$ cat src/hw/rtl/sc2hid_pkg.sv
package sc2hid_pkg;

  typedef struct packed {
    logic [7:0] scan_code;
    logic       extended;
    logic [1:0] key_action;
  } key_event_t;

  typedef struct packed {
    logic [7:0] hid_usage;
    logic       pressed;
    logic [3:0] modifier_mask;
  } hid_event_t;

  typedef struct packed {
    logic       emit;
    logic [3:0] mask_next;
    hid_event_t result;
  } xlate_res_t;

  localparam logic [1:0] ACT_RELEASE = 2'd0;
  localparam logic [1:0] ACT_PRESS   = 2'd1;

  localparam logic [7:0] USAGE_NONE = 8'h00;
  // Modifier usages 0xE0..0xE7 share the top five bits
  localparam logic [4:0] MOD_USAGE_HI = 5'b11100;

  localparam logic [7:0] BASE_MAP [128] = '{
    8'h00, 8'h29, 8'h1E, 8'h1F, 8'h20, 8'h21, 8'h22, 8'h23,
    8'h24, 8'h25, 8'h26, 8'h27, 8'h2D, 8'h2E, 8'h2A, 8'h2B,
    8'h14, 8'h1A, 8'h08, 8'h15, 8'h17, 8'h1C, 8'h18, 8'h0C,
    8'h12, 8'h13, 8'h2F, 8'h30, 8'h28, 8'hE0, 8'h04, 8'h16,
    8'h07, 8'h09, 8'h0A, 8'h0B, 8'h0D, 8'h0E, 8'h0F, 8'h33,
    8'h34, 8'h35, 8'hE1, 8'h31, 8'h1D, 8'h1B, 8'h06, 8'h19,
    8'h05, 8'h11, 8'h10, 8'h36, 8'h37, 8'h38, 8'hE5, 8'h55,
    8'hE2, 8'h2C, 8'h39, 8'h3A, 8'h3B, 8'h3C, 8'h3D, 8'h3E,
    8'h3F, 8'h40, 8'h41, 8'h42, 8'h43, 8'h53, 8'h47, 8'h5F,
    8'h60, 8'h61, 8'h56, 8'h5C, 8'h5D, 8'h5E, 8'h57, 8'h59,
    8'h5A, 8'h5B, 8'h62, 8'h63, 8'h00, 8'h00, 8'h64, 8'h44,
    8'h45, 8'h67, 8'h00, 8'h00, 8'h00, 8'h00, 8'h00, 8'h00,
    8'h00, 8'h00, 8'h00, 8'h00, 8'h68, 8'h69, 8'h6A, 8'h6B,
    8'h6C, 8'h6D, 8'h6E, 8'h6F, 8'h00, 8'h00, 8'h00, 8'h00,
    8'h88, 8'h91, 8'h90, 8'h87, 8'h00, 8'h00, 8'h00, 8'h00,
    8'h00, 8'h8A, 8'h00, 8'h8B, 8'h00, 8'h89, 8'h85, 8'h00
  };

  function automatic logic [7:0] ext_lookup(input logic [7:0] code);
    logic [7:0] u;
    case (code)
      8'h1C: u = 8'h58;
      8'h1D: u = 8'hE4;
      8'h35: u = 8'h54;
      8'h37: u = 8'h46;
      8'h38: u = 8'hE6;
      8'h47: u = 8'h4A;
      8'h48: u = 8'h52;
      8'h49: u = 8'h4B;
      8'h4B: u = 8'h50;
      8'h4D: u = 8'h4F;
      8'h4F: u = 8'h4D;
      8'h50: u = 8'h51;
      8'h51: u = 8'h4E;
      8'h52: u = 8'h49;
      8'h53: u = 8'h4C;
      8'h5B: u = 8'hE3;
      8'h5C: u = 8'hE7;
      8'h5D: u = 8'h65;
      default: u = USAGE_NONE;
    endcase
    return u;
  endfunction

endpackage

$ cat src/hw/rtl/sc2hid_xlate.sv
module sc2hid_xlate (
  input  sc2hid_pkg::key_event_t key_event,
  input  logic [3:0]             held,
  output sc2hid_pkg::xlate_res_t res
);

  logic [7:0] usage;
  logic       act_ok;
  logic       down;
  logic       is_mod;
  logic [3:0] mod_bit;

  always_comb begin
    if (key_event.extended) begin
      usage = sc2hid_pkg::ext_lookup(key_event.scan_code);
    end else if (key_event.scan_code[7]) begin
      usage = sc2hid_pkg::USAGE_NONE;
    end else begin
      usage = sc2hid_pkg::BASE_MAP[key_event.scan_code[6:0]];
    end
  end

  assign act_ok  = (key_event.key_action == sc2hid_pkg::ACT_RELEASE) ||
                   (key_event.key_action == sc2hid_pkg::ACT_PRESS);
  assign down    = (key_event.key_action == sc2hid_pkg::ACT_PRESS);
  assign is_mod  = (usage[7:3] == sc2hid_pkg::MOD_USAGE_HI);
  // left and right share one bit
  assign mod_bit = 4'b0001 << usage[1:0];

  always_comb begin
    res.emit                 = act_ok && (usage != sc2hid_pkg::USAGE_NONE) && !is_mod;
    res.result.hid_usage     = usage;
    res.result.pressed       = down;
    res.result.modifier_mask = held;
    res.mask_next            = held;
    if (act_ok && is_mod) begin
      res.mask_next = down ? (held | mod_bit) : (held & ~mod_bit);
    end
  end

endmodule

$ cat src/hw/rtl/scan_code_to_hid_key_events_top.sv
// Converts set-1 keyboard scan codes (with E0 flag and press/release action) into
// HID keyboard-page usages. One event is taken per cycle unless key_stall is set.
// The event is captured in the input register when accepted, and its result is
// loaded into the result register once that is free, where hid_valid rises if a
// result was produced. The table lookup and modifier update sit between those two
// registers. Modifier keys produce no result, they only update the mask reported
// with later keys. Unmapped codes and ignored actions are dropped. key_stall rises
// only while a result is held by hid_stall and another event already waits behind it.
module scan_code_to_hid_key_events_top (
  input  logic                   clk,
  input  logic                   rst,
  input  logic                   key_valid,
  output logic                   key_stall,
  input  sc2hid_pkg::key_event_t key_event,
  output logic                   hid_valid,
  input  logic                   hid_stall,
  output sc2hid_pkg::hid_event_t hid_event
);

  logic                   s1_valid;
  sc2hid_pkg::key_event_t s1_event;
  logic [3:0]             held;
  logic                   adv;
  sc2hid_pkg::xlate_res_t res;

  assign adv       = !hid_valid || !hid_stall;
  assign key_stall = s1_valid && !adv;

  sc2hid_xlate u_xlate (
    .key_event (s1_event),
    .held      (held),
    .res       (res)
  );

  always_ff @(posedge clk) begin
    if (rst) begin
      s1_valid  <= 1'b0;
      hid_valid <= 1'b0;
      held      <= 4'd0;
    end else begin
      if (key_valid && !key_stall) begin
        s1_valid <= 1'b1;
      end else if (adv) begin
        s1_valid <= 1'b0;
      end
      if (adv) begin
        hid_valid <= s1_valid && res.emit;
      end
      if (s1_valid && adv) begin
        held <= res.mask_next;
      end
    end
  end

  always_ff @(posedge clk) begin
    if (key_valid && !key_stall) begin
      s1_event <= key_event;
    end
    if (adv) begin
      hid_event <= res.result;
    end
  end

endmodule

$ cat config.mk
export PLATFORM = sky130hd
export DESIGN_NAME = scan_code_to_hid_key_events_top
export DESIGN_NICKNAME = d
export VERILOG_FILES = /design/src/hw/rtl/sc2hid_pkg.sv /design/src/hw/rtl/sc2hid_xlate.sv /design/src/hw/rtl/scan_code_to_hid_key_events_top.sv
export SDC_FILE = /design/constraint.sdc
export NUM_CORES = 1
export LEC_CHECK = 0
export BUFFER_PORTS_ARGS = -buffer_cell sky130_fd_sc_hd__buf_2
export CORE_MARGIN = 2
export CORE_UTILIZATION = 55
export CTS_BUF_LIST = sky130_fd_sc_hd__clkbuf_8 sky130_fd_sc_hd__clkbuf_16
export CTS_CLUSTER_DIAMETER = 100
export CTS_CLUSTER_SIZE = 10
export DETAILED_ROUTE_END_ITERATION = 10
export GPL_ROUTABILITY_DRIVEN = 1
export GPL_TIMING_DRIVEN = 0
export PLACE_DENSITY = 0.82
export SLEW_MARGIN = 40
export SYNTH_ARGS = -nofsm -noshare
export SYNTH_HDL_FRONTEND = slang
export SYNTH_HIERARCHICAL = 1
export SYNTH_SLANG_ARGS = --single-unit
$ cat constraint.sdc
create_clock -name clk -period 3.05 [get_ports clk]
set_input_delay 0.305 -clock clk [delete_from_list [all_inputs] [get_ports clk]]
set_output_delay 0.305 -clock clk [all_outputs]
set_load 0.005 [all_outputs]
==> results.sh, run 1 <==
export IMPL_leakage_nw=1.62
export IMPL_synth_top_family_by_area="simple AND/OR/NAND/NOR gates"
export IMPL_hold_viol_final=0
export IMPL_start_kind="register"
export IMPL_path_class="reg2reg"
export IMPL_antenna_found_initial=0
export IMPL_synth_xor_area_share_pct=0.283
export IMPL_most_common_layout_cells="buf_4 (45), nand2_1 (40), buf_2 (40), a21oi_1 (25)"
export IMPL_hp_class="in2reg"
export IMPL_dieHeight_um=79.1
export IMPL_cts_hold_buf=0
export IMPL_highest_signal_layer="met4"
export IMPL_violations="negative setup slack"
export IMPL_htree_levels=2
export IMPL_post_route_period_util_pct=103
export IMPL_drive_gt1_share_pct=36.9
export IMPL_synth_flop_cell="edfxtp_1"
export IMPL_syn2layout_area_growth_pct=30.3
export IMPL_slew_viol_final=0
export IMPL_avgSynthCellArea_um2=8.26
export IMPL_rsz0062_at_grt="true"
export IMPL_met2_length_um=4850
export IMPL_cts_root_buf="clkbuf_8"
export IMPL_synth_warnings=6
export IMPL_fin_ws_ns=-0.0969
export IMPL_final_nets=474
export IMPL_synth_nets=406
export IMPL_ys_ff_latch=30
export IMPL_synthMuxAreaShare_pct=5.05
export IMPL_ios=30
export IMPL_layout_commonest_cell="buf_4"
export IMPL_place_congestion=0.981
export IMPL_regArea_um2=841
export IMPL_clk_pin_slew_ns=0.07
export IMPL_crit_slowest_cell="edfxtp_1"
export IMPL_wl_um=10900
export IMPL_cp_cell_sequence="clkbuf_8 > clkinvlp_4 > ha_4 > nand2_4 > or4b_4 > o211ai_1 > o32a_1 > a31oi_4 > nor3_4 > nor3b_4 > mux2_4 > nand2b_1 > mux2i_1"
export IMPL_grt_pass1_vias=3317
export IMPL_clockBufferDepth=2
export IMPL_yosysSeqAreaShare_pct=27.1
export IMPL_syn_area_mm2=0.00310
export IMPL_n_antenna_cell=0
export IMPL_min_period_ns=3.15
export IMPL_fillers=400
export IMPL_grt_pass1_wl_um=16800
export IMPL_dp_hpwl_um=6910
export IMPL_synth_edff_count=24
export IMPL_dr_wl_met3_um=1460
export IMPL_start_util_pct=56.6
export IMPL_avgRoutedWirePerCell_um=21.2
export IMPL_firstDrtPassIters=7
export IMPL_relSlewSlack_pct=47.7
export IMPL_cap_violations=0
export IMPL_multiInputGateArea_mm2=0.00231
export IMPL_via_per_inst=6.96
export IMPL_crit_required_ns=3.23
export IMPL_final_util_pct=73.8
export IMPL_insertion_delay_ns=0.29
export IMPL_setup_viol=4
export IMPL_end_kind="register"
export IMPL_cts_buffers=5
export IMPL_die_area_mm2=0.00625
export IMPL_postRouteAntennaNets=0
export IMPL_holdWs_ns=0.192
export IMPL_synth_compound_area_share_pct=26.0
export IMPL_wl_met1_um=4100
export IMPL_cp_arrival_ns=3.32
export IMPL_setup_tns_ns=-0.210
export IMPL_drc=0
export IMPL_cp_max_fo=5
export IMPL_skew_ns=0.0109
export IMPL_rows=27
export IMPL_power_density_mw_per_mm2=299
export IMPL_cpPeakStageDelay_ns=0.46
export IMPL_dr_total_vias=3590
export IMPL_synth_simple_area_share_pct=27.0
export IMPL_worst_pin_slew_ns=0.783
export IMPL_outcome="finished, violations left"
export IMPL_ir_drop_mv=0.331
export IMPL_cts_tree="yes"
export IMPL_syn_inst=375
export IMPL_core_area_mm2=0.00547
export IMPL_die_w_um=79.1
export IMPL_grt_overflow_total=0
export IMPL_grt_start_max_net_pins=15
export IMPL_synthAdderAreaFrac_pct=6.46
export IMPL_ys_types=70
export IMPL_track_usage_pct=35.0
export IMPL_drtIter0Drc=511
export IMPL_max_freq_mhz=318
export IMPL_cts_sinks=30
export IMPL_synthArstFlopShare_pct=0
export IMPL_io_buffer_count=28
==> critical path: cells and delay by family, from the launching register on <==
kind,cells,cell delay (ns)
fa+ha+maj,1,0.24
buf+inv,2,0.36
simple gates,5,1.05
flops,1,0.46
compound gates,3,0.56
mux,2,0.38
==> through the flow <==
step / instances / worst slack [ns] / power (mW) / area, um^2
2_1_floorplan: 375 / 0.0174 / 0.709 / 3120
3_3_place_gp: 475 / -0.785 / 0.803 / 3350
3_5_place_dp: 475 / -0.770 / 0.803 / 3350
4_1_cts: 507 / 0.00143 / 1.15 / 3810
5_1_grt: 516 / -0.138 / 1.26 / 4040
6_report: 516 / -0.0969 / 1.21 / 4040
==> sequential cells by signal, summed over array words and instances (netlist names) <==
| register | flops |
|---|---|
| s1_event | 11 |
| s1_valid | 1 |
| hid_event | 13 |
| held | 4 |
| hid_valid | 1 |
==> synth_stat cells (2+ instances only) <==
cell type   n  area, um^2
nand3b_1    5        37.5
a31oi_1     9        56.3
mux2_1      4        45.0
a22oi_1     3        22.5
a21oi_1    29         145
o22ai_1     4        25.0
nor4_1      3        18.8
mux2i_1    10         100
and3b_1     2        17.5
ha_1       16         200
nand2_1    41         154
a221oi_1    5        43.8
a41oi_1     3        26.3
o31ai_1     3        22.5
nor2_1     26        97.6
buf_6       3        33.8
nand4bb_1   2        22.5
clkbuf_1    6        22.5
buf_2      13        65.1
nor3b_1     3        22.5
edfxtp_1   24         721
nor3_1      8        40.0
o21ai_0    21         105
o311ai_0    2        17.5
nand2b_1   18         113
o211ai_1   12        90.1
inv_1       8        30.0
inv_2       2        7.51
nand4_1     5        31.3
buf_4      12        90.1
dfxtp_1     6         120
a211oi_1    4        30.0
a21boi_0    2        15.0
nor2b_1    12        75.1
and3_1      4        25.0
or2_2       2        12.5
nand3_1     8        40.0
nand4b_1    2        17.5
a32oi_1     2        17.5
==> cells by family after synthesis <==
group,Yosys count
and+or+nand+nor,152
AOI/OAI and AO/OA,117
buffers and inverters,44
DFF,30
adders and majority gates,16
muxes,15
xor gates and xnor gates,1
==> worst paths after layout <==
check / startpoint / to / slack [ns] / depth (start not counted)
worst max-delay path: s1_event[4]$_DFFE_PP_ / held[0]$_SDFFE_PP0P_ / -0.1 / 13
worst min-delay path: key_event[1] / s1_event[1]$_DFFE_PP_ / 0.19 / 1
worst max register to register: s1_event[4]$_DFFE_PP_ / held[0]$_SDFFE_PP0P_ / -0.1 / 13
worst min register to register: s1_valid$_SDFFE_PP0P_ / hid_valid$_SDFFE_PP0P_ / 0.49 / 2
==> report_power, final <==
part | internal, mW | total [mW] | switching [mW]
Combinational | 0.175 | 0.424 | 0.249
Sequential | 0.466 | 0.482 | 0.0160
Clock | 0.154 | 0.301 | 0.147
Total | 0.795 | 1.21 | 0.412
==> layer usage <==
layer  up-vias  global-route usage (%)
li1       1537                       -
met1      1639                    45.0
met2       325                    55.5
met3        89                    8.75
met4         0                    15.3
met5         -                       0
==> layout make-up <==
type / instances / area share, %
multi-input cells: 301 / 57.3
flip-flops and latches: 30 / 20.8
repair buffers: 63 / 10.4
plain buffers: 32 / 5.92
well taps: 72 / 2.23
clock buffers: 5 / 1.70
inverters: 10 / 1.24
clock inverters: 3 / 0.341
==> timing repair <==
action / 4_1_cts / 5_1_grt
pin swaps: 13 / 20
buffers inserted: 26 / 9
setup endpoints to repair: 10 / 5
resized for setup: 41 / 37
No activity file was read; power rests on OpenSTA's default activity.
==> run 2, diff against run 1 <==
--- a/config.mk
+++ b/config.mk
@@ -6,15 +6,16 @@
 export NUM_CORES = 1
 export LEC_CHECK = 0
 export BUFFER_PORTS_ARGS = -buffer_cell sky130_fd_sc_hd__buf_2
-export CORE_MARGIN = 2
-export CORE_UTILIZATION = 55
+export CELL_PAD_IN_SITES_DETAIL_PLACEMENT = 1
+export CELL_PAD_IN_SITES_GLOBAL_PLACEMENT = 1
+export CORE_UTILIZATION = 41
 export CTS_BUF_LIST = sky130_fd_sc_hd__clkbuf_8 sky130_fd_sc_hd__clkbuf_16
 export CTS_CLUSTER_DIAMETER = 100
 export CTS_CLUSTER_SIZE = 10
 export DETAILED_ROUTE_END_ITERATION = 10
 export GPL_ROUTABILITY_DRIVEN = 1
 export GPL_TIMING_DRIVEN = 0
-export PLACE_DENSITY = 0.82
+export PLACE_DENSITY = 0.81
 export SLEW_MARGIN = 40
 export SYNTH_ARGS = -nofsm -noshare
 export SYNTH_HDL_FRONTEND = slang
==> results.sh, run 2 (synthesis gave the netlist of run 1 again) <==
export IMPL_fin_ws_ns=-0.316
export IMPL_postRouteAntennaNets=0
export IMPL_cts_root_buf="clkbuf_8"
export IMPL_relSlewSlack_pct=45.7
export IMPL_end_kind="register"
export IMPL_cap_violations=0
export IMPL_track_usage_pct=31.4
export IMPL_core_area_mm2=0.00729
export IMPL_dieHeight_um=88.9
export IMPL_avgRoutedWirePerCell_um=23.7
export IMPL_clockBufferDepth=2
export IMPL_crit_required_ns=3.21
export IMPL_antenna_found_initial=0
export IMPL_insertion_delay_ns=0.28
export IMPL_final_nets=480
export IMPL_path_class="reg2reg"
export IMPL_firstDrtPassIters=5
export IMPL_power_density_mw_per_mm2=305
export IMPL_finalPower_mw=1.25
export IMPL_start_util_pct=42.5
export IMPL_most_common_layout_cells="buf_4 (47), nand2_1 (39), buf_2 (39), a21oi_1 (26), nor2_1 (25)"
export IMPL_max_freq_mhz=297
export IMPL_ios=30
export IMPL_cp_max_fo=6
export IMPL_layout_commonest_cell="buf_4"
export IMPL_largest_register_ffs=13
export IMPL_wl_um=13000
export IMPL_die_area_mm2=0.00791
export IMPL_clk_pin_slew_ns=0.07
export IMPL_post_route_period_util_pct=110
export IMPL_die_w_um=88.9
export IMPL_grt_pass1_wl_um=18200
export IMPL_worst_pin_slew_ns=0.812
export IMPL_setup_viol=5
export IMPL_syn2layout_area_growth_pct=32.6
export IMPL_cts_hold_buf=0
export IMPL_violations="negative setup slack"
export IMPL_grt_pass1_vias=3374
export IMPL_cts_sinks=30
export IMPL_grt_start_max_net_pins=15
export IMPL_hp_class="in2reg"
export IMPL_slew_viol_final=0
export IMPL_cts_buffers=5
export IMPL_dr_total_vias=3631
export IMPL_skew_ns=0.00901
export IMPL_io_buffer_count=28
export IMPL_min_period_ns=3.37
export IMPL_hold_viol_final=0
export IMPL_grt_overflow_total=0
export IMPL_htree_levels=2
export IMPL_holdWs_ns=0.192
export IMPL_place_congestion=0.995
export IMPL_drive_gt1_share_pct=37.1
export IMPL_rows=31
export IMPL_drc=0
export IMPL_drtIter0Drc=352
export IMPL_setup_tns_ns=-1.30
export IMPL_rsz0062_at_grt="true"
export IMPL_reg_top3="hid_event (13), s1_event (11), held (4)"
export IMPL_leakage_nw=1.65
export IMPL_n_antenna_cell=0
export IMPL_via_per_inst=6.61
export IMPL_cp_arrival_ns=3.53
export IMPL_top_register="hid_event"
export IMPL_outcome="finished, violations left"
export IMPL_cts_tree="yes"
export IMPL_start_kind="register"
export IMPL_dp_hpwl_um=7990
export IMPL_ir_drop_mv=0.203
==> run 2: per-stage QoR <==
stage               std cells  utilization, %  area [um^2]  worst slack (ns)
floorplan                 375               -         3120            0.0174
global placement          502            46.4         3390            -0.867
detailed placement        502            46.4         3390            -0.985
CTS                       536            53.3         3890            -0.143
global route              549            56.3         4110            -0.364
finish                    549            56.3         4110            -0.316
==> run 2: power breakdown <==
group	leakage [nW]	internal [mW]	total (mW)	switching, mW
Sequential	0.310	0.466	0.481	0.0153
Combinational	1.29	0.181	0.442	0.261
Clock	0.0524	0.178	0.331	0.152
Total	1.65	0.826	1.25	0.428
==> run 2: per-layer routing <==
layer | track usage [%] | wire length [um] | up-vias
met5 | 0 | 0 | -
met4 | 12.3 | 707 | 0
met2 | 50.1 | 5960 | 251
met1 | 41.6 | 5200 | 1761
li1 | - | - | 1544
met3 | 6.56 | 1110 | 75
==> run 2: final timing paths <==
| check | slack (ns) | from | endpoint | cells after the start |
|---|---|---|---|---|
| min reg2reg | 0.49 | s1_valid$_SDFFE_PP0P_ | hid_valid$_SDFFE_PP0P_ | 2 |
| min | 0.19 | key_event[2] | s1_event[2]$_DFFE_PP_ | 1 |
| max reg2reg | -0.32 | s1_event[4]$_DFFE_PP_ | held[0]$_SDFFE_PP0P_ | 15 |
| max | -0.32 | s1_event[4]$_DFFE_PP_ | held[0]$_SDFFE_PP0P_ | 15 |
==> run 2: cell type report <==
| type | instances | area (um^2) |
|---|---|---|
| Clock inverter | 2 | 8.76 |
| Timing Repair Buffer | 68 | 459 |
| Clock buffer | 6 | 82.6 |
| Buffer | 33 | 259 |
| Fill cell | 890 | 3190 |
| Inverter | 10 | 48.8 |
| Multi-Input combinational cell | 301 | 2280 |
| Sequential cell | 30 | 841 |
| Tap cell | 99 | 124 |
==> run 2: worst max-delay path: stages, from the launching register on <==
cell	delay (ns)
edfxtp_1	0.44
clkbuf_8	0.18
clkinvlp_4	0.19
buf_6	0.19
ha_4	0.19
buf_4	0.15
nand2b_1	0.19
mux2i_1	0.14
a21oi_1	0.18
o32a_1	0.28
a31oi_4	0.14
nor3_2	0.23
nor3b_2	0.27
mux2_4	0.34
nand2b_4	0.07
mux2i_1	0.07
==> run 2: what timing repair did <==
action                                  4_1_cts  5_1_grt
endpoints found under the setup margin       12        8
setup buffers                                27       14
gates resized for setup                      46       30
pin swaps                                    17       14
==> run 3, diff against run 2 <==
--- a/config.mk
+++ b/config.mk
@@ -5,17 +5,17 @@
 export SDC_FILE = /design/constraint.sdc
 export NUM_CORES = 1
 export LEC_CHECK = 0
+export ABC_AREA = 1
 export BUFFER_PORTS_ARGS = -buffer_cell sky130_fd_sc_hd__buf_2
 export CELL_PAD_IN_SITES_DETAIL_PLACEMENT = 1
 export CELL_PAD_IN_SITES_GLOBAL_PLACEMENT = 1
-export CORE_UTILIZATION = 41
-export CTS_BUF_LIST = sky130_fd_sc_hd__clkbuf_8 sky130_fd_sc_hd__clkbuf_16
+export CORE_UTILIZATION = 38
 export CTS_CLUSTER_DIAMETER = 100
 export CTS_CLUSTER_SIZE = 10
 export DETAILED_ROUTE_END_ITERATION = 10
 export GPL_ROUTABILITY_DRIVEN = 1
 export GPL_TIMING_DRIVEN = 0
-export PLACE_DENSITY = 0.81
+export PLACE_DENSITY = 0.82
 export SLEW_MARGIN = 40
 export SYNTH_ARGS = -nofsm -noshare
 export SYNTH_HDL_FRONTEND = slang
==> results.sh, run 3 <==
export IMPL_netlist_area_leader_share_pct=25.1
export IMPL_reg_top3="hid_event (13), s1_event (11), held (4)"
export IMPL_critPathBufInv=6
export IMPL_core_area_mm2=0.00745
export IMPL_largest_register_ffs=13
export IMPL_synthArstFlopShare_pct=0
export IMPL_holdWs_ns=0.193
export IMPL_start_kind="register"
export IMPL_antenna_found_initial=0
export IMPL_track_usage_pct=27.8
export IMPL_cts_tree="yes"
export IMPL_dieHeight_um=90.7
export IMPL_synth_edff_count=24
export IMPL_layout_commonest_cell="nand2_1"
export IMPL_cts_root_buf="clkbuf_8"
export IMPL_dpl_cell_area_mm2=0.00326
export IMPL_skew_ns=0.00278
export IMPL_leakage_nw=1.84
export IMPL_cp_cell_sequence="buf_4 > ha_1 > buf_2 > inv_1 > nand2_1 > nand2_1 > nand2_1 > nand2_1 > nand2_1 > nand2_1 > inv_1 > nand2_1 > nand3_1 > nand2_1 > inv_2 > nor2_1 > nand2_1 > nand2_1 > nand2_1 > nand2_1 > inv_1 > nand3_1 > nand2_1 > nor2_1"
export IMPL_cpMostUsedCell="nand2_1"
export IMPL_synth_nets=524
export IMPL_syn_area_mm2=0.00299
export IMPL_drive_gt1_share_pct=16.0
export IMPL_htree_levels=2
export IMPL_cts_buffers=5
export IMPL_max_freq_mhz=352
export IMPL_yosysSeqAreaShare_pct=28.1
export IMPL_top_register="hid_event"
export IMPL_end_kind="register"
export IMPL_grt_pass1_vias=3514
export IMPL_path_class="reg2reg"
export IMPL_start_util_pct=40.2
export IMPL_drtIter0Drc=267
export IMPL_clockBufferDepth=2
export IMPL_rows=31
export IMPL_synth_flop_cell="edfxtp_1"
export IMPL_post_route_period_util_pct=93.1
export IMPL_dr_total_vias=3512
export IMPL_avgSynthCellArea_um2=6.07
export IMPL_relSlewSlack_pct=47.4
export IMPL_n_antenna_cell=0
export IMPL_syn2layout_area_growth_pct=14.3
export IMPL_cts_hold_buf=0
export IMPL_cp_arrival_ns=3.06
export IMPL_r2r_setup_slack_ns=0.21
export IMPL_wl_um=11000
export IMPL_dp_hpwl_um=8280
export IMPL_hold_viol_final=0
export IMPL_synth_top_cells_by_count="nand2_1 (200), nand3_1 (58), nor2_1 (48), inv_1 (44), edfxtp_1 (24)"
export IMPL_synth_warnings=6
export IMPL_yosysMostFrequentCell="nand2_1"
export IMPL_crit_slowest_cell="edfxtp_1"
export IMPL_ys_ff_latch=30
export IMPL_place_congestion=0.935
export IMPL_synth_top_cell_by_area="nand2_1"
export IMPL_insertion_delay_ns=0.28
export IMPL_cpPeakStageDelay_ns=0.48
export IMPL_final_nets=566
export IMPL_crit_family="simple AND/OR/NAND/NOR gates"
export IMPL_firstDrtPassIters=5
export IMPL_ys_types=28
export IMPL_postRouteAntennaNets=0
export IMPL_setup_tns_ns=0
export IMPL_die_area_mm2=0.00823
export IMPL_syn_inst=493
export IMPL_finalPower_mw=1.16
export IMPL_ios=30
export IMPL_cts_sinks=30
export IMPL_via_per_inst=5.53
export IMPL_drc=0
export IMPL_clk_pin_slew_ns=0.07
export IMPL_grt_overflow_total=0
export IMPL_final_cell_area_mm2=0.00342
export IMPL_die_w_um=90.7
export IMPL_most_common_layout_cells="nand2_1 (200), nand3_1 (57), nor2_1 (48), inv_1 (42), buf_2 (34)"
export IMPL_cp_max_fo=9
export IMPL_cap_violations=0
export IMPL_outcome="finished, final reports clean"
export IMPL_power_density_mw_per_mm2=339
export IMPL_ir_drop_mv=0.239
export IMPL_final_util_pct=45.9
export IMPL_slew_viol_final=0
export IMPL_io_buffer_count=29
export IMPL_grt_start_max_net_pins=23
export IMPL_setup_viol=0
export IMPL_synth_area_leaders="nand2_1 (25%), edfxtp_1 (24%), nand3_1 (9.7%)"
export IMPL_avgRoutedWirePerCell_um=17.2
export IMPL_worst_pin_slew_ns=0.787
export IMPL_min_period_ns=2.84
export IMPL_hp_class="in2reg"
export IMPL_crit_required_ns=3.27
export IMPL_grt_pass1_wl_um=17900
[run 3: cell families after synthesis]
group / after synthesis / synth area share, %
AO/OA/AOI/OAI: 53 / 9.41
adder cells (fa/ha/maj): 16 / 6.69
flip-flops: 30 / 28.1
AND/OR/NAND/NOR: 324 / 45.0
buffers and inverters: 70 / 10.8
[run 3: area by class of cell]
| type | count | area, um^2 |
|---|---|---|
| Timing Repair Buffer | 35 | 190 |
| Inverter | 50 | 190 |
| Clock buffer | 5 | 68.8 |
| Clock inverter | 3 | 16.3 |
| Sequential cell | 30 | 841 |
| Tap cell | 99 | 124 |
| Buffer | 20 | 141 |
| Multi-Input combinational cell | 393 | 1850 |
| Fill cell | 1074 | 4030 |
[run 3: timing repair]
item,in CTS,in global routing
pin swaps,0,2
buffers inserted,4,2
setup endpoints to repair,5,5
resized for setup,3,9
cloned,0,0
[run 3: stage by stage]
stage | setup slack (ns) | instances
after floorplan | 0.681 | 493
after global routing | -0.0238 | 635
final | 0.212 | 635
after CTS | 0.0667 | 633
after global placement | -0.176 | 621
after detailed placement | -0.254 | 621
[run 3: worst register-to-register path: stages (launching register included)]
cell	delay (ns)
edfxtp_1	0.48
buf_4	0.21
ha_1	0.19
buf_2	0.20
inv_1	0.13
nand2_1	0.12
nand2_1	0.10
nand2_1	0.05
nand2_1	0.05
nand2_1	0.06
nand2_1	0.07
inv_1	0.04
nand2_1	0.09
nand3_1	0.08
nand2_1	0.15
inv_2	0.09
nor2_1	0.15
nand2_1	0.07
nand2_1	0.07
nand2_1	0.05
nand2_1	0.08
inv_1	0.05
nand3_1	0.07
nand2_1	0.07
nor2_1	0.08
[run 3: worst paths after layout]
path | startpoint | endpoint | depth (start not counted)
max | s1_event[3]$_DFFE_PP_ | held[0]$_SDFFE_PP0P_ | 24
min reg2reg | held[3]$_SDFFE_PP0P_ | held[3]$_SDFFE_PP0P_ | 2
max reg2reg | s1_event[3]$_DFFE_PP_ | held[0]$_SDFFE_PP0P_ | 24
min | key_event[1] | s1_event[1]$_DFFE_PP_ | 1
[run 3: layer usage]
| metal | wire [um] | share of wire, % | global-route usage, % | vias up |
|---|---|---|---|---|
| li1 | - | - | - | 1663 |
| met1 | 4830 | 44 | 37.5 | 1660 |
| met2 | 4880 | 45 | 44.2 | 164 |
| met3 | 964 | 8.8 | 6.23 | 25 |
| met4 | 285 | 2.6 | 8.20 | 0 |
| met5 | 0 | 0 | 0 | - |
[run 3: power by group]
group	internal [mW]	switching (mW)	leakage, nW	total, mW
combinational	0.117	0.238	1.49	0.356
sequential	0.474	0.0179	0.310	0.492
clock	0.156	0.154	0.0416	0.310
total	0.747	0.410	1.84	1.16
